$ cat src/sv/lres_pkg.sv
// ----------------------------------------------------------------------------
// LED ring effect sequencer package
// Shared widths, codes, configuration and result types for the sequencer.
// ----------------------------------------------------------------------------
package lres_pkg;

  // Number of pixels along one half of the collapse path.
  localparam int PATH_LEN = 16;
  localparam int PL_W     = $clog2(PATH_LEN + 1);

  localparam int MS_W   = 12;
  localparam int FMS_W  = 8;
  localparam int Q_W    = MS_W;
  localparam int NUM_W  = 2 * MS_W + PL_W;
  localparam int DCNT_W = $clog2(Q_W);

  localparam int NCFG   = 8;
  localparam int CFG_AW = $clog2(NCFG) + 2;
  localparam int CFG_IW = $clog2(NCFG);

  localparam logic [MS_W-1:0] MS_MAX = {MS_W{1'b1}};

  // Opcodes.
  localparam logic [2:0] OP_TICK       = 3'd0;
  localparam logic [2:0] OP_ACTIVATE   = 3'd1;
  localparam logic [2:0] OP_DEACTIVATE = 3'd2;
  localparam logic [2:0] OP_BEGIN      = 3'd3;
  localparam logic [2:0] OP_CANCEL     = 3'd4;
  localparam logic [2:0] OP_COMMIT     = 3'd5;
  localparam logic [2:0] OP_NONE       = 3'd0;

  // Ring status codes.
  localparam logic [2:0] ST_OFF          = 3'd0;
  localparam logic [2:0] ST_ACTIVATING   = 3'd1;
  localparam logic [2:0] ST_ON           = 3'd2;
  localparam logic [2:0] ST_DEACTIVATING = 3'd3;
  localparam logic [2:0] ST_COLLAPSING   = 3'd4;
  localparam logic [2:0] ST_WAITING      = 3'd5;
  localparam logic [2:0] ST_PREVIEW      = 3'd6;
  localparam logic [2:0] ST_APPLYING     = 3'd7;

  // Animation phase codes.
  localparam logic [2:0] PH_EXPAND       = 3'd0;
  localparam logic [2:0] PH_COLLAPSE_OFF = 3'd1;
  localparam logic [2:0] PH_COLLAPSE_EDG = 3'd2;
  localparam logic [2:0] PH_HOLD_EDGE    = 3'd3;
  localparam logic [2:0] PH_EDGE_BLEND   = 3'd4;
  localparam logic [2:0] PH_EDGE_FADE    = 3'd5;

  // Mode codes.
  localparam logic [1:0] MODE_REGULAR = 2'd0;
  localparam logic [1:0] MODE_MAX     = 2'd2;
  localparam logic [1:0] MODE_NONE    = 2'd3;

  // Configuration register indexes.
  localparam logic [CFG_IW-1:0] CFG_FRAME      = 3'd0;
  localparam logic [CFG_IW-1:0] CFG_ACTIVATE   = 3'd1;
  localparam logic [CFG_IW-1:0] CFG_DEACTIVATE = 3'd2;
  localparam logic [CFG_IW-1:0] CFG_COLLAPSE   = 3'd3;
  localparam logic [CFG_IW-1:0] CFG_DECISION   = 3'd4;
  localparam logic [CFG_IW-1:0] CFG_EDGE_FADE  = 3'd5;
  localparam logic [CFG_IW-1:0] CFG_EDGE_BLEND = 3'd6;
  localparam logic [CFG_IW-1:0] CFG_EXPAND     = 3'd7;

  // Configuration reset values.
  localparam logic [FMS_W-1:0] RST_FRAME_MS      = 8'd20;
  localparam logic [MS_W-1:0]  RST_ACTIVATE_MS   = 12'd350;
  localparam logic [MS_W-1:0]  RST_DEACTIVATE_MS = 12'd350;
  localparam logic [MS_W-1:0]  RST_COLLAPSE_MS   = 12'd300;
  localparam logic [MS_W-1:0]  RST_DECISION_MS   = 12'd750;
  localparam logic [MS_W-1:0]  RST_EDGE_FADE_MS  = 12'd200;
  localparam logic [MS_W-1:0]  RST_EDGE_BLEND_MS = 12'd200;
  localparam logic [MS_W-1:0]  RST_EXPAND_MS     = 12'd400;

  typedef struct packed {
    logic [FMS_W-1:0] frame_ms;
    logic [MS_W-1:0]  activate_ms;
    logic [MS_W-1:0]  deactivate_ms;
    logic [MS_W-1:0]  collapse_ms;
    logic [MS_W-1:0]  decision_ms;
    logic [MS_W-1:0]  edge_fade_ms;
    logic [MS_W-1:0]  edge_blend_ms;
    logic [MS_W-1:0]  expand_ms;
  } cfg_t;

  // Datapath operations, one per cycle.
  typedef enum logic [2:0] {
    DP_NONE,
    DP_LOAD,
    DP_TICK,
    DP_APPLY,
    DP_MUL,
    DP_DIV,
    DP_FINISH,
    DP_EMIT
  } dp_op_t;

  typedef struct packed {
    dp_op_t op;
    logic   res_idx;
  } dp_cmd_t;

  typedef struct packed {
    logic       is_tick;
    logic       cmd_ok;
    logic       cancel_div;
    logic       running;
    logic       step_done;
    logic       total_zero;
    logic [1:0] n_res;
  } dp_stat_t;

  typedef struct packed {
    logic [2:0]      phase;
    logic [MS_W-1:0] elapsed_ms;
    logic [MS_W-1:0] total_ms;
    logic [1:0]      primary_mode;
    logic [1:0]      secondary_mode;
  } frame_t;

  typedef struct packed {
    logic       accepted;
    logic       frame_valid;
    frame_t     frm;
    logic [2:0] status;
    logic [1:0] active_mode;
    logic       last_result;
  } res_t;

endpackage

$ cat src/sv/lres_dp.sv
// ----------------------------------------------------------------------------
// Sequencer datapath
// Ring state, step timing, frame buffer and the cancel offset divider.
// ----------------------------------------------------------------------------
module lres_dp (
  input  logic             clk,
  input  logic             rst,
  input  lres_pkg::cfg_t   cfg,
  input  logic [2:0]       in_opcode,
  input  logic [1:0]       in_mode,
  input  lres_pkg::dp_cmd_t cmd,
  output lres_pkg::dp_stat_t stat,
  output lres_pkg::res_t   res
);
  import lres_pkg::*;

  logic [2:0]      ring_status, ring_status_next;
  logic [1:0]      current_mode, current_mode_next;
  logic [1:0]      pending_mode, pending_mode_next;
  logic [2:0]      running_cmd, running_cmd_next;
  logic [2:0]      step_phase, step_phase_next;
  logic [MS_W-1:0] step_elapsed, step_elapsed_next;
  logic [MS_W-1:0] step_total, step_total_next;
  logic [MS_W-1:0] since_ms, since_ms_next;
  logic [1:0]      frame_primary, frame_primary_next;
  logic [1:0]      frame_secondary, frame_secondary_next;
  logic [2:0]      op_q, op_q_next;
  logic [1:0]      mode_q, mode_q_next;
  logic            accepted, accepted_next;
  logic [1:0]      fcount, fcount_next;
  logic [NUM_W-1:0] rem, rem_next;
  logic [NUM_W-1:0] dsh, dsh_next;
  logic [Q_W-1:0]  quot, quot_next;
  frame_t          fbuf [2];

  logic            ld_en;
  logic [2:0]      ld_phase;
  logic [MS_W-1:0] ld_total;
  logic [MS_W-1:0] ld_off;
  logic [MS_W:0]   since_sum;
  logic [MS_W:0]   el_sum;
  logic            emit_en;
  frame_t          emit_frm;
  logic            mode_ok;
  logic            changing;

  assign since_sum = {1'b0, since_ms} + (MS_W+1)'(cfg.frame_ms);
  assign el_sum    = {1'b0, step_elapsed} + (MS_W+1)'(cfg.frame_ms);
  assign mode_ok   = mode_q <= MODE_MAX;
  assign changing  = (ring_status == ST_COLLAPSING) || (ring_status == ST_WAITING);

  always_comb begin
    ring_status_next     = ring_status;
    current_mode_next    = current_mode;
    pending_mode_next    = pending_mode;
    running_cmd_next     = running_cmd;
    step_phase_next      = step_phase;
    step_elapsed_next    = step_elapsed;
    step_total_next      = step_total;
    since_ms_next        = since_ms;
    frame_primary_next   = frame_primary;
    frame_secondary_next = frame_secondary;
    op_q_next            = op_q;
    mode_q_next          = mode_q;
    accepted_next        = accepted;
    fcount_next          = fcount;
    rem_next             = rem;
    dsh_next             = dsh;
    quot_next            = quot;
    ld_en                = 1'b0;
    ld_phase             = PH_EXPAND;
    ld_total             = '0;
    ld_off               = '0;

    unique case (cmd.op)
      DP_LOAD: begin
        op_q_next     = in_opcode;
        mode_q_next   = in_mode;
        fcount_next   = 2'd0;
        accepted_next = 1'b0;
      end
      DP_TICK: begin
        since_ms_next = since_sum[MS_W] ? MS_MAX : since_sum[MS_W-1:0];
        if (running_cmd != OP_NONE) begin
          step_elapsed_next = (el_sum < {1'b0, step_total}) ? el_sum[MS_W-1:0]
                                                            : step_total;
        end
      end
      DP_APPLY: begin
        accepted_next    = 1'b1;
        running_cmd_next = op_q;
        ld_en            = 1'b1;
        frame_secondary_next = MODE_NONE;
        priority case (op_q)
          OP_ACTIVATE: begin
            frame_primary_next = mode_q;
            ring_status_next   = ST_ACTIVATING;
            ld_phase           = PH_EXPAND;
            ld_total           = cfg.activate_ms;
          end
          OP_DEACTIVATE: begin
            frame_primary_next = current_mode;
            ring_status_next   = ST_DEACTIVATING;
            ld_phase           = PH_COLLAPSE_OFF;
            ld_total           = cfg.deactivate_ms;
          end
          OP_BEGIN: begin
            pending_mode_next    = mode_q;
            since_ms_next        = '0;
            frame_primary_next   = current_mode;
            frame_secondary_next = mode_q;
            ring_status_next     = ST_COLLAPSING;
            ld_phase             = PH_COLLAPSE_EDG;
            ld_total             = cfg.collapse_ms;
          end
          OP_CANCEL: begin
            frame_primary_next = current_mode;
            ring_status_next   = ST_DEACTIVATING;
            if (since_ms < cfg.collapse_ms) begin
              // Resume the off-collapse at the point matching the edge collapse.
              ld_phase = PH_COLLAPSE_OFF;
              ld_total = cfg.deactivate_ms;
              ld_off   = quot;
            end else begin
              ld_phase = PH_EDGE_FADE;
              ld_total = cfg.edge_fade_ms;
            end
          end
          default: begin
            frame_primary_next = pending_mode;
            ring_status_next   = ST_APPLYING;
            ld_phase           = PH_EXPAND;
            ld_total           = cfg.expand_ms;
          end
        endcase
      end
      DP_MUL: begin
        rem_next  = NUM_W'(since_ms) * NUM_W'(PATH_LEN - 1) * NUM_W'(cfg.deactivate_ms);
        dsh_next  = (NUM_W'(cfg.collapse_ms) * NUM_W'(PATH_LEN)) << (Q_W - 1);
        quot_next = '0;
      end
      DP_DIV: begin
        if (rem >= dsh) begin
          rem_next  = rem - dsh;
          quot_next = {quot[Q_W-2:0], 1'b1};
        end else begin
          quot_next = {quot[Q_W-2:0], 1'b0};
        end
        dsh_next = dsh >> 1;
      end
      DP_FINISH: begin
        priority case (running_cmd)
          OP_ACTIVATE, OP_COMMIT: begin
            current_mode_next = frame_primary;
            ring_status_next  = ST_ON;
            running_cmd_next  = OP_NONE;
          end
          OP_BEGIN: begin
            if (step_phase == PH_COLLAPSE_EDG) begin
              ring_status_next = ST_WAITING;
              ld_en            = 1'b1;
              ld_phase         = PH_HOLD_EDGE;
              ld_total         = (cfg.decision_ms > cfg.collapse_ms)
                                 ? cfg.decision_ms - cfg.collapse_ms : '0;
            end else if (step_phase == PH_HOLD_EDGE) begin
              ring_status_next = ST_PREVIEW;
              ld_en            = 1'b1;
              ld_phase         = PH_EDGE_BLEND;
              ld_total         = cfg.edge_blend_ms;
            end else begin
              running_cmd_next = OP_NONE;
            end
          end
          default: begin
            ring_status_next = ST_OFF;
            running_cmd_next = OP_NONE;
          end
        endcase
      end
      DP_EMIT, DP_NONE: begin
      end
    endcase

    if (ld_en) begin
      step_phase_next   = ld_phase;
      step_total_next   = ld_total;
      step_elapsed_next = (ld_off < ld_total) ? ld_off : ld_total;
    end

    // A tick shows the advanced elapsed time; an opening frame shows the step as loaded.
    emit_en  = ((cmd.op == DP_TICK) && (running_cmd != OP_NONE)) || (cmd.op == DP_EMIT);
    emit_frm = '{phase: step_phase, elapsed_ms: step_elapsed_next, total_ms: step_total,
                 primary_mode: frame_primary, secondary_mode: frame_secondary};
    if (emit_en && (fcount != 2'd2)) begin
      fcount_next = fcount + 2'd1;
    end
  end

  always_ff @(posedge clk) begin
    if (rst) begin
      ring_status     <= ST_OFF;
      current_mode    <= MODE_REGULAR;
      pending_mode    <= MODE_REGULAR;
      running_cmd     <= OP_NONE;
      step_phase      <= PH_EXPAND;
      step_elapsed    <= '0;
      step_total      <= '0;
      since_ms        <= '0;
      frame_primary   <= MODE_REGULAR;
      frame_secondary <= MODE_NONE;
      accepted        <= 1'b0;
      fcount          <= 2'd0;
    end else begin
      ring_status     <= ring_status_next;
      current_mode    <= current_mode_next;
      pending_mode    <= pending_mode_next;
      running_cmd     <= running_cmd_next;
      step_phase      <= step_phase_next;
      step_elapsed    <= step_elapsed_next;
      step_total      <= step_total_next;
      since_ms        <= since_ms_next;
      frame_primary   <= frame_primary_next;
      frame_secondary <= frame_secondary_next;
      accepted        <= accepted_next;
      fcount          <= fcount_next;
    end
  end

  always_ff @(posedge clk) begin
    op_q   <= op_q_next;
    mode_q <= mode_q_next;
    rem    <= rem_next;
    dsh    <= dsh_next;
    quot   <= quot_next;
    if (emit_en && (fcount != 2'd2)) begin
      fbuf[fcount[0]] <= emit_frm;
    end
  end

  // Status towards the controller.
  always_comb begin
    stat.is_tick    = op_q == OP_TICK;
    stat.cancel_div = (op_q == OP_CANCEL) && (since_ms < cfg.collapse_ms);
    stat.running    = running_cmd != OP_NONE;
    stat.step_done  = step_elapsed >= step_total;
    stat.total_zero = step_total == '0;
    stat.n_res      = (op_q == OP_TICK) ? fcount : 2'd1;
    priority case (op_q)
      OP_ACTIVATE:   stat.cmd_ok = mode_ok && (ring_status == ST_OFF);
      OP_DEACTIVATE: stat.cmd_ok = ring_status == ST_ON;
      OP_BEGIN:      stat.cmd_ok = mode_ok && (ring_status == ST_ON) &&
                                   (mode_q != current_mode);
      OP_CANCEL:     stat.cmd_ok = changing && (since_ms < cfg.decision_ms);
      OP_COMMIT:     stat.cmd_ok = (changing || (ring_status == ST_PREVIEW)) &&
                                   (since_ms >= cfg.decision_ms);
      default:       stat.cmd_ok = 1'b0;
    endcase
  end

  // Result item selected by the controller.
  always_comb begin
    res.accepted    = accepted;
    res.frame_valid = {1'b0, cmd.res_idx} < fcount;
    if (res.frame_valid) begin
      res.frm = fbuf[cmd.res_idx];
    end else begin
      res.frm = '{phase: PH_EXPAND, elapsed_ms: '0, total_ms: '0,
                  primary_mode: MODE_REGULAR, secondary_mode: MODE_NONE};
    end
    res.status      = ring_status;
    res.active_mode = current_mode;
    res.last_result = {1'b0, cmd.res_idx} == (stat.n_res - 2'd1);
  end

endmodule

$ cat src/sv/lres_ctrl.sv
// ----------------------------------------------------------------------------
// Sequencer controller
// Walks one input item through decode, divide, step chaining and result output.
// ----------------------------------------------------------------------------
module lres_ctrl (
  input  logic               clk,
  input  logic               rst,
  input  logic               in_valid,
  output logic               in_ready,
  output logic               push_valid,
  input  logic               push_ready,
  output lres_pkg::dp_cmd_t  cmd,
  input  lres_pkg::dp_stat_t stat
);
  import lres_pkg::*;

  typedef enum logic [2:0] {
    S_IDLE,
    S_DECODE,
    S_DIV,
    S_APPLY,
    S_CHECK,
    S_OPEN,
    S_OUT
  } state_t;

  state_t            state, state_next;
  logic [DCNT_W-1:0] cnt, cnt_next;
  logic              k, k_next;

  always_comb begin
    state_next = state;
    cnt_next   = cnt;
    k_next     = k;
    cmd.op     = DP_NONE;
    cmd.res_idx = k;
    in_ready   = 1'b0;
    push_valid = 1'b0;
    unique case (state)
      S_IDLE: begin
        in_ready = 1'b1;
        if (in_valid) begin
          cmd.op     = DP_LOAD;
          state_next = S_DECODE;
        end
      end
      S_DECODE: begin
        if (stat.is_tick) begin
          cmd.op     = DP_TICK;
          state_next = S_CHECK;
        end else if (!stat.cmd_ok) begin
          state_next = S_OUT;
        end else if (stat.cancel_div) begin
          cmd.op     = DP_MUL;
          cnt_next   = '0;
          state_next = S_DIV;
        end else begin
          cmd.op     = DP_APPLY;
          state_next = S_OPEN;
        end
      end
      S_DIV: begin
        cmd.op = DP_DIV;
        if (cnt == DCNT_W'(Q_W - 1)) begin
          state_next = S_APPLY;
        end else begin
          cnt_next = cnt + 1'b1;
        end
      end
      S_APPLY: begin
        cmd.op     = DP_APPLY;
        state_next = S_OPEN;
      end
      S_CHECK: begin
        if (stat.running && stat.step_done) begin
          cmd.op     = DP_FINISH;
          state_next = S_OPEN;
        end else begin
          state_next = S_OUT;
        end
      end
      S_OPEN: begin
        // Steps of zero length end at once; the first real step shows its frame.
        if (stat.running && stat.total_zero) begin
          cmd.op = DP_FINISH;
        end else if (stat.running) begin
          cmd.op     = DP_EMIT;
          state_next = S_OUT;
        end else begin
          state_next = S_OUT;
        end
      end
      S_OUT: begin
        if (stat.n_res == 2'd0) begin
          state_next = S_IDLE;
        end else begin
          push_valid = 1'b1;
          if (push_ready) begin
            if ({1'b0, k} == (stat.n_res - 2'd1)) begin
              k_next     = 1'b0;
              state_next = S_IDLE;
            end else begin
              k_next = 1'b1;
            end
          end
        end
      end
      default: begin
        state_next = S_IDLE;
      end
    endcase
  end

  always_ff @(posedge clk) begin
    if (rst) begin
      state <= S_IDLE;
      cnt   <= '0;
      k     <= 1'b0;
    end else begin
      state <= state_next;
      cnt   <= cnt_next;
      k     <= k_next;
    end
  end

endmodule

$ cat src/sv/lres_outq.sv
// ----------------------------------------------------------------------------
// Result queue
// Two-entry queue between the sequencer and the result stream.
// ----------------------------------------------------------------------------
module lres_outq (
  input  logic           clk,
  input  logic           rst,
  input  logic           push_valid,
  output logic           push_ready,
  input  lres_pkg::res_t push_data,
  output logic           pop_valid,
  input  logic           pop_ready,
  output lres_pkg::res_t pop_data
);
  import lres_pkg::*;

  res_t       mem [2];
  logic       wr_ptr;
  logic       rd_ptr;
  logic [1:0] count;
  logic       do_push;
  logic       do_pop;

  assign push_ready = count != 2'd2;
  assign pop_valid  = count != 2'd0;
  assign do_push    = push_valid && push_ready;
  assign do_pop     = pop_valid && pop_ready;
  assign pop_data   = mem[rd_ptr];

  always_ff @(posedge clk) begin
    if (rst) begin
      wr_ptr <= 1'b0;
      rd_ptr <= 1'b0;
      count  <= 2'd0;
    end else begin
      if (do_push) begin
        wr_ptr <= ~wr_ptr;
      end
      if (do_pop) begin
        rd_ptr <= ~rd_ptr;
      end
      if (do_push && !do_pop) begin
        count <= count + 2'd1;
      end else if (do_pop && !do_push) begin
        count <= count - 2'd1;
      end
    end
  end

  always_ff @(posedge clk) begin
    if (do_push) begin
      mem[wr_ptr] <= push_data;
    end
  end

endmodule

$ cat src/sv/led_ring_effect_sequencer.sv
// ----------------------------------------------------------------------------
// LED ring effect sequencer
// Command and frame-tick sequencer for LED ring on/off and mode-change effects.
// ----------------------------------------------------------------------------
// Usage. Each beat on the slave stream is one item: a tick, standing for one
// frame period, or a command (activate, deactivate, begin, cancel or commit a
// mode change). Every command gives exactly one result beat; a tick gives none,
// one or two, the last of them flagged by tlast. tuser says whether the beat
// carries a frame descriptor. The APB port sets the frame period and the phase
// durations and should only be written while no item is in flight.
// Timing. An item is taken only when the sequencer is idle and occupies it
// through decode, step chaining when zero-length steps are skipped, and the
// output of each result beat. A cancel that resumes the off-collapse
// additionally runs a restoring divider for the scaled offset; that divider
// sets the worst case.
// Reset. rst clears the ring to off with the regular mode, no step running and
// the registers at their defaults; there is no clearing pass.
// Stalls. Results go through a two-entry queue, so the sequencer finishes an
// item and takes the next while the receiver holds off tready; it waits only
// when the queue is full.
// ----------------------------------------------------------------------------
module led_ring_effect_sequencer (
  input  logic        clk,
  input  logic        rst,
  // Item stream.
  input  logic        s_tvalid,
  output logic        s_tready,
  input  logic [7:0]  s_tdata,   // opcode[2:0], mode[4:3], zero[7:5]
  // Result stream.
  output logic        m_tvalid,
  input  logic        m_tready,
  output logic [39:0] m_tdata,   // accepted[0], phase[3:1], elapsed_ms[15:4],
                                 // total_ms[27:16], primary_mode[29:28],
                                 // secondary_mode[31:30], status[34:32],
                                 // active_mode[36:35], zero[39:37]
  output logic        m_tuser,   // frame_valid[0]
  output logic        m_tlast,
  // Register port.
  input  logic        psel,
  input  logic        penable,
  input  logic        pwrite,
  input  logic [lres_pkg::CFG_AW-1:0] paddr,
  input  logic [31:0] pwdata,
  output logic [31:0] prdata,
  output logic        pready
);
  import lres_pkg::*;

  cfg_t      cfg;
  logic      cfg_wr;
  logic [CFG_IW-1:0] cfg_idx;
  dp_cmd_t   cmd;
  dp_stat_t  stat;
  res_t      res;
  res_t      out_res;
  logic      push_valid;
  logic      push_ready;

  // Register file. Writes complete in the APB access cycle; reads are direct.
  assign pready  = 1'b1;
  assign cfg_wr  = psel && penable && pwrite && pready;
  assign cfg_idx = paddr[CFG_AW-1:2];

  always_ff @(posedge clk) begin
    if (rst) begin
      cfg.frame_ms      <= RST_FRAME_MS;
      cfg.activate_ms   <= RST_ACTIVATE_MS;
      cfg.deactivate_ms <= RST_DEACTIVATE_MS;
      cfg.collapse_ms   <= RST_COLLAPSE_MS;
      cfg.decision_ms   <= RST_DECISION_MS;
      cfg.edge_fade_ms  <= RST_EDGE_FADE_MS;
      cfg.edge_blend_ms <= RST_EDGE_BLEND_MS;
      cfg.expand_ms     <= RST_EXPAND_MS;
    end else if (cfg_wr) begin
      unique case (cfg_idx)
        CFG_FRAME:      cfg.frame_ms      <= pwdata[FMS_W-1:0];
        CFG_ACTIVATE:   cfg.activate_ms   <= pwdata[MS_W-1:0];
        CFG_DEACTIVATE: cfg.deactivate_ms <= pwdata[MS_W-1:0];
        CFG_COLLAPSE:   cfg.collapse_ms   <= pwdata[MS_W-1:0];
        CFG_DECISION:   cfg.decision_ms   <= pwdata[MS_W-1:0];
        CFG_EDGE_FADE:  cfg.edge_fade_ms  <= pwdata[MS_W-1:0];
        CFG_EDGE_BLEND: cfg.edge_blend_ms <= pwdata[MS_W-1:0];
        CFG_EXPAND:     cfg.expand_ms     <= pwdata[MS_W-1:0];
      endcase
    end
  end

  always_comb begin
    unique case (cfg_idx)
      CFG_FRAME:      prdata = 32'(cfg.frame_ms);
      CFG_ACTIVATE:   prdata = 32'(cfg.activate_ms);
      CFG_DEACTIVATE: prdata = 32'(cfg.deactivate_ms);
      CFG_COLLAPSE:   prdata = 32'(cfg.collapse_ms);
      CFG_DECISION:   prdata = 32'(cfg.decision_ms);
      CFG_EDGE_FADE:  prdata = 32'(cfg.edge_fade_ms);
      CFG_EDGE_BLEND: prdata = 32'(cfg.edge_blend_ms);
      CFG_EXPAND:     prdata = 32'(cfg.expand_ms);
    endcase
  end

  lres_ctrl u_ctrl (
    .clk        (clk),
    .rst        (rst),
    .in_valid   (s_tvalid),
    .in_ready   (s_tready),
    .push_valid (push_valid),
    .push_ready (push_ready),
    .cmd        (cmd),
    .stat       (stat)
  );

  lres_dp u_dp (
    .clk       (clk),
    .rst       (rst),
    .cfg       (cfg),
    .in_opcode (s_tdata[2:0]),
    .in_mode   (s_tdata[4:3]),
    .cmd       (cmd),
    .stat      (stat),
    .res       (res)
  );

  lres_outq u_outq (
    .clk        (clk),
    .rst        (rst),
    .push_valid (push_valid),
    .push_ready (push_ready),
    .push_data  (res),
    .pop_valid  (m_tvalid),
    .pop_ready  (m_tready),
    .pop_data   (out_res)
  );

  // Result beat layout, highest field first.
  assign m_tdata = {3'b000, out_res.active_mode, out_res.status,
                    out_res.frm.secondary_mode, out_res.frm.primary_mode,
                    out_res.frm.total_ms, out_res.frm.elapsed_ms,
                    out_res.frm.phase, out_res.accepted};
  assign m_tuser = out_res.frame_valid;
  assign m_tlast = out_res.last_result;

`ifndef SYNTHESIS
  // The sequencer handles one item at a time.
  a_one_item: assert property (@(posedge clk) disable iff (rst)
    (s_tvalid && s_tready) |=> !s_tready)
    else $error("item taken while the previous one is still in progress");

  // Elapsed time never runs past the phase length.
  a_elapsed_le_total: assert property (@(posedge clk) disable iff (rst)
    m_tvalid |-> (m_tdata[15:4] <= m_tdata[27:16]))
    else $error("elapsed time beyond phase total");

  // A beat without a frame carries the neutral descriptor.
  a_empty_frame: assert property (@(posedge clk) disable iff (rst)
    (m_tvalid && !m_tuser) |-> ((m_tdata[29:1] == '0) && (m_tdata[31:30] == MODE_NONE)))
    else $error("frame fields set on a beat without a frame");
`endif

endmodule

$ cat config.mk
export PLATFORM = sky130hd
export DESIGN_NAME = led_ring_effect_sequencer
export DESIGN_NICKNAME = d
export VERILOG_FILES = /design/src/sv/lres_pkg.sv /design/src/sv/lres_dp.sv /design/src/sv/lres_ctrl.sv /design/src/sv/lres_outq.sv /design/src/sv/led_ring_effect_sequencer.sv
export SDC_FILE = /design/constraint.sdc
export NUM_CORES = 1
export LEC_CHECK = 0
export CORE_MARGIN = 3
export CORE_UTILIZATION = 30
export DETAILED_ROUTE_END_ITERATION = 6
export DONT_BUFFER_PORTS = 1
export GPL_ROUTABILITY_DRIVEN = 0
export PLACE_DENSITY = 0.5
export SLEW_MARGIN = 20
export SYNTH_ARGS = -nofsm -noshare
export SYNTH_HDL_FRONTEND = slang
export SYNTH_SLANG_ARGS = --single-unit
export TNS_END_PERCENT = 30
$ cat constraint.sdc
create_clock -name clk -period 9.76 [get_ports clk]
set_input_delay 0.488 -clock clk [delete_from_list [all_inputs] [get_ports clk]]
set_output_delay 0.488 -clock clk [all_outputs]
set_load 0.005 [all_outputs]
# [Word level (Yosys, flattened, before mapping)]
# Memory sizes are Yosys's and may differ from the RTL's. A register that Yosys moved wholly into a read port is not among the register bits.
# Cells that the tools add are included.
[word_totals] mem_count=2 regBits=235 wordCells=255 in_bits=52 ramBits=140 output_inout_bits=77
[classes] bitwise=3 magnitude_cmp=10 multipliers=2 n_reduce_logical=56 n_addsub=9 mux=89 n_eq_ne=53
[mem_list] memory="u_outq.mem" words=2 word_bits=39 rd=1 rd_ports_with_merged_regs=1 wr=1 line="lres_outq.sv:17" rtl="res_t mem [2];"
[mem_list] memory="u_dp.fbuf" words=2 word_bits=31 rd=1 rd_ports_with_merged_regs=1 wr=1 line="lres_dp.sv:34" rtl="frame_t fbuf [2];"
[ops] cell="$pmux W32 S8" count=1
[ops] cell="$mux W12" count=15
[ops] cell="$pmux W29 S2" count=2
[ops] cell="$mux W3" count=24
[ops] cell="$pmux W12 S2" count=3
[ops] cell="$eq A3 B3 Y1 const B" count=17
[ops] cell="$pmux W12 S4" count=1
[ops] cell="$eq A3 B2 Y1 const B" count=12
[ops] cell="$lt A12 B12 Y1" count=3
[ops] cell="$mux W31" count=1
[ops] cell="$ge A29 B29 Y1" count=1
[ops] cell="$mux W29" count=1
[ops] cell="$sub A29 B29 Y29" count=1
[ops] cell="$mul A16 B12 Y28" count=1
[ops] cell="$add A12 B8 Y13" count=2
[ops] cell="$reduce_and A2 Y1" count=13
[ops] cell="$ge A12 B12 Y1" count=2
[ops] cell="$pmux W3 S2" count=4
[ops] cell="$pmux W3 S7" count=1
[ops] cell="$pmux W3 S3" count=2
[ops] cell="$pmux W3 S6" count=1
[ops] cell="$mux W1" count=17
[ops] cell="$logic_and A1 B1 Y1" count=16
[ops] cell="$mul A12 B4 Y16 const B" count=1
[ops] cell="other kinds (35)" count=80

# [Depth between registers and ports, before layout]
[depth] word_depth=14 ltp_mapped=32 depth_no_buf=31

# [By module]
# Synthesis repeated with hierarchy kept, for this count alone.
[hier_totals] cells_unflattened=3043 hier_area_um2=28295.9
[modules_own_cells] mod="lres_dp" area_per_inst_um2=20280.7 n_inst=1 seq_area_each_um2=5175.0 cells_per_inst=2291
[modules_own_cells] mod="led_ring_effect_sequencer" area_per_inst_um2=4355.4 n_inst=1 seq_area_each_um2=1841.8 cells_per_inst=531
[modules_own_cells] mod="lres_outq" area_per_inst_um2=3032.9 n_inst=1 seq_area_each_um2=2442.3 cells_per_inst=145
[modules_own_cells] mod="lres_ctrl" area_per_inst_um2=626.9 n_inst=1 seq_area_each_um2=160.2 cells_per_inst=76

# [Worst setup path before layout]
# Ideal clock, no wire load.
[synth_timing] kind="reg2reg" startpoint="register u_dp.since_ms[1]" endpoint="register u_dp.rem[25], data pin" stages_incl_launch_ff=33 required_time_ns=9.489 arrival_time_ns=8.237 path_buffers=1 period_less_slack_ns=8.507 path_slack_ns=1.253 setup_time_ns=0.271 path_cell_list="dfxtp_1 -> inv_1 -> fa_1 -> fa_1 -> inv_1 -> ha_1 -> a21o_1 -> a21oi_1 -> o21bai_1 -> a21oi_1 -> o21bai_1 -> a211oi_1 -> o21ai_0 -> o211ai_1 -> buf_2 -> mux2_2 -> fa_1 -> inv_1 -> fa_1 -> fa_1 -> fa_1 -> inv_1 -> fa_1 -> inv_1 -> ha_1 -> a21o_1 -> nor3_1 -> nand3_1 -> a221oi_1 -> o211ai_1 -> a21oi_1 -> xor2_1 -> a21oi_1"
[synth_between] elab_chain_len=8 word_cells_on_any_way=16 cone_classes="2 x mul; 3 x order compare; 2 x eq/ne; 6 x mux; 3 x reduce/logical"
[synth_lines] element="start: declaration" line="lres_dp.sv:24" rtl="logic [MS_W-1:0] since_ms, since_ms_next;"
[synth_lines] element="start signal: assignment" line="lres_dp.sv:221" rtl="since_ms <= since_ms_next;"
[synth_lines] element="branches (longest 7 deep; another with $mul A16 B12 Y28)"
[synth_lines] element="$pmux W29 S2 (*)" line="lres_dp.sv:75" rtl="unique case (cmd.op)"
[synth_lines] element="net u_dp.rem_next[25]" line="lres_dp.sv:31" rtl="logic [NUM_W-1:0] rem, rem_next;"
[synth_lines] element="end signal: assignment" line="lres_dp.sv:232" rtl="rem <= rem_next;"
[synth_lines] element="end: declaration" line="lres_dp.sv:31"
# Mark *: on every way through the listed nets, which the timed path passes.
# A chain may end at the register's enable or synchronous reset.

# [Final worst setup path]
# Same ends and word-level chain as after synthesis.

==> key figures <==
Status
  • Status: finished, final reports clean

Synth
  • Adder-cell share of the synthesized area: 20.9%
  • Most frequent cells after synthesis: nand2_1, inv_1, nor2_1
  • Leading cell types by total area after synthesis: edfxtp_1, fa_1, dfxtp_1
  • Syn avg cell area: 9.45 um2
  • Largest family of logic cells by synthesized area: adder cells
  • Synth top area share: 22.8%
  • Synth Area in Compound Gates: 14.0%
  • Most common cell in the netlist: nand2_1
  • Synth Instances: 2965
  • Xor-xnor portion of the synthesized cell area: approximately 2.3%
  • Cell variety after synth: just under 90
  • Simple-Gate Fraction of Synth Area: between 10% and 20%
  • Post-synth EDFFs: between 200 and 250
  • Mapped cell area: between 20000 and 30000 um2
  • FFs w/ async S/R, synth: 0%
  • Multiplexer area fraction after synthesis: around 6.3%
  • Top FF cell, synth: edfxtp_1
  • Yosys reg bits: roughly 380
  • Seq/Total Area, Yosys: between 30% and 40%
  • Dominant cell type by area after synthesis: edfxtp_1
  • Synth warn: 0

Worst setup path
  • Buffers and inverters on the worst path: 6
  • Worst path max stage delay: 550 ps
  • Crit path max-delay family: adder cells
  • CP required: 10060 ps
  • Critical Path Fanout Max: 7
  • CP Class: reg2reg
  • CP max stage cell: fa_1
  • Worst path most repeated cell: fa_1
  • Setup crit start kind: register
  • Worst Path Arrival: ~9500 ps
  • Critical Path Sink Type: register

GRT
  • First-pass GRT wire length: 128000 um
  • Vias in the first global route: approximately 20000
  • Pin count of the biggest net entering global routing: approximately 160
  • Grt ovf: 0
  • Total Routing Usage GR: 16.9%
  • Antenna violations before repair: 3

Clock tree
  • CTS Sinks: between 300 and 400
  • CTS max path bufs: 3
  • TritonCTS Buffers: between 40 and 50
  • Worst-Skew Late Latency: a little under 600 ps
  • CTS Root Cell: clkbuf_16
  • Post-CTS sizing: 0
  • Clock transition at path regs: around 70 ps
  • H-Tree Depth: 2
  • TritonCTS clock tree: yes

STA
  • TNS Setup: 0 ps
  • F_max: around 0.11 GHz
  • Slew Viols, Final: 0
  • Final worst path period share: 93.9%
  • Slew Limit Headroom: roughly 27%
  • Min cycle time layout: ~9200 ps
  • Worst Tran Pin Value: between 1000 and 1500 ps
  • Clock Skew: around 29 ps
  • Final Hold Viols: 0
  • RSZ-0062 raised after global routing: no
  • Final setup fails: 0

Finish
  • Final #Nets: approximately 3300
  • Final Non-Filler Cells: around 4200
  • Core Util, Final: around a third
  • P&R area growth vs syn: 11.2%
  • Share of cells above drive strength 1: around 8%

Worst hold path
  • HP Class: in2reg

Placement
  • Placed cells: approximately 4100
  • I/O Buffers: 0
  • Detailed Place HPWL: slightly above 60000 um

Route
  • Vias: roughly 21000
  • DRC: 0
  • DRT Pass-1 Iters: 5
  • DR WL/cell: about 20 um
  • Drt total wl: between 80000 and 90000 um
  • Drt via density: a little over 5
  • Antenna violation net count after detailed routing: 0
  • DRT iter0 DRCs: ~1700

Pwr
  • Power Density: approximately 210 nW/um2
  • Worst vdd ir: approximately 0.14 mV
  • Static leakage power: between 0.01 and 0.015 uW

Floorplan
  • Area of the die: 97100 um2
  • Row count: 111
  • Die width: around 310 um
  • Effective utilization at floorplan: a little under a third
  • Die height: between 300 and 400 um
  • Ports: 129
  • Core Area: a little over 90000 um2

Run
  • Max-cap violations: 0
-- where the power goes --
group	switching, uW	internal (uW)	leakage (uW)	total (uW)
Combinational	1580	999	0.00869	2580
Clock	717	1160	0.000794	1880
Sequential	141	1890	0.00329	2030
-- routing by layer --
layer	up-vias	global-route usage, %	routed length, um
met5	-	0	13
met4	2	4.30	1830
met3	102	4.28	6290
met2	572	25.3	35800
met1	10311	24.1	39200
li1	10172	-	-
-- repair_timing --
item | 4_1_cts | 5_1_grt
hold buffers | 16 | 0
buffers inserted | 0 | 0
hold endpoints to repair | 33 | 0
-- metrics by stage --
step	hold WS [ps]	cell area (um2)	worst slack [ps]	total power, uW
global route	21.9	31200	27.3	6950
floorplan	425	28100	1250	3920
CTS	3.68	31100	635	6580
finish	35.9	31200	595	6490
global placement	439	29300	642	4640
detailed placement	450	29300	699	4650
-- flip-flops by register name (all words and copies together), names as in the netlist, 4 cells and up, named ones only --
name	flops
cfg	92
u_ctrl.cnt	4
u_dp.dsh	27
u_dp.fbuf	62
u_dp.quot	12
u_dp.rem	29
u_dp.since_ms	12
u_dp.step_elapsed	12
u_dp.step_total	12
u_outq.mem	78
-- cell type report --
cell class / instances / area [um2]
clock buffer: 51 / 1180
fill: 9493 / 60900
sequential: 375 / 9640
antenna: 4 / 10.0
timing repair buffer: 66 / 536
tap: 1243 / 1560
multi-input combinational: 2141 / 16600
clock inverter: 30 / 468
inverter: 300 / 1130
-- final timing paths --
path / startpoint / to / slack, ps / depth (start not counted)
min reg2reg: u_dp.frame_secondary[0] / u_dp.fbuf[1][0] / 460 / 0
max: u_dp.since_ms[1] / u_dp.rem[25] / 590 / 32
max reg2reg: u_dp.since_ms[1] / u_dp.rem[25] / 590 / 32
min: pwdata[2] / cfg[2] / 40 / 2
-- placed cells by master, fill, tap and decap left out, types with 16 or more instances in the layout --
cell	synthesis	final
o211ai_1	38	38
o21a_1	18	18
clkbuf_16	0	46
o21ai_0	106	106
dfxtp_1	162	159
a221oi_1	22	22
a211o_1	29	29
and3_1	28	28
mux2i_1	92	92
nor2b_1	33	32
and2_1	80	78
xnor2_1	46	46
nand2_1	353	351
nand2b_1	35	35
xor2_1	28	28
mux2_2	64	64
nor3_1	45	40
fa_1	165	165
edfxtp_1	213	213
a21o_1	32	32
inv_1	299	299
a21oi_1	184	182
ha_1	203	203
nand3_1	50	50
nor2_1	214	212
conb_1	2	24
nand4_1	17	17
buf_4	25	50
dlygate4sd3_1	0	16
-- kinds of logic (layout without fill, tap and decap cells) --
logic type	after synthesis	count (layout)
buffers and inverters	471	447
DFF	375	375
AOI/OAI and AO/OA	591	591
muxes	162	162
other	2	28
xor gates and xnor gates	74	74
and+or+nand+nor	922	922
adders and majority gates	368	368
Note: power is estimated with default switching activity, not from simulation.
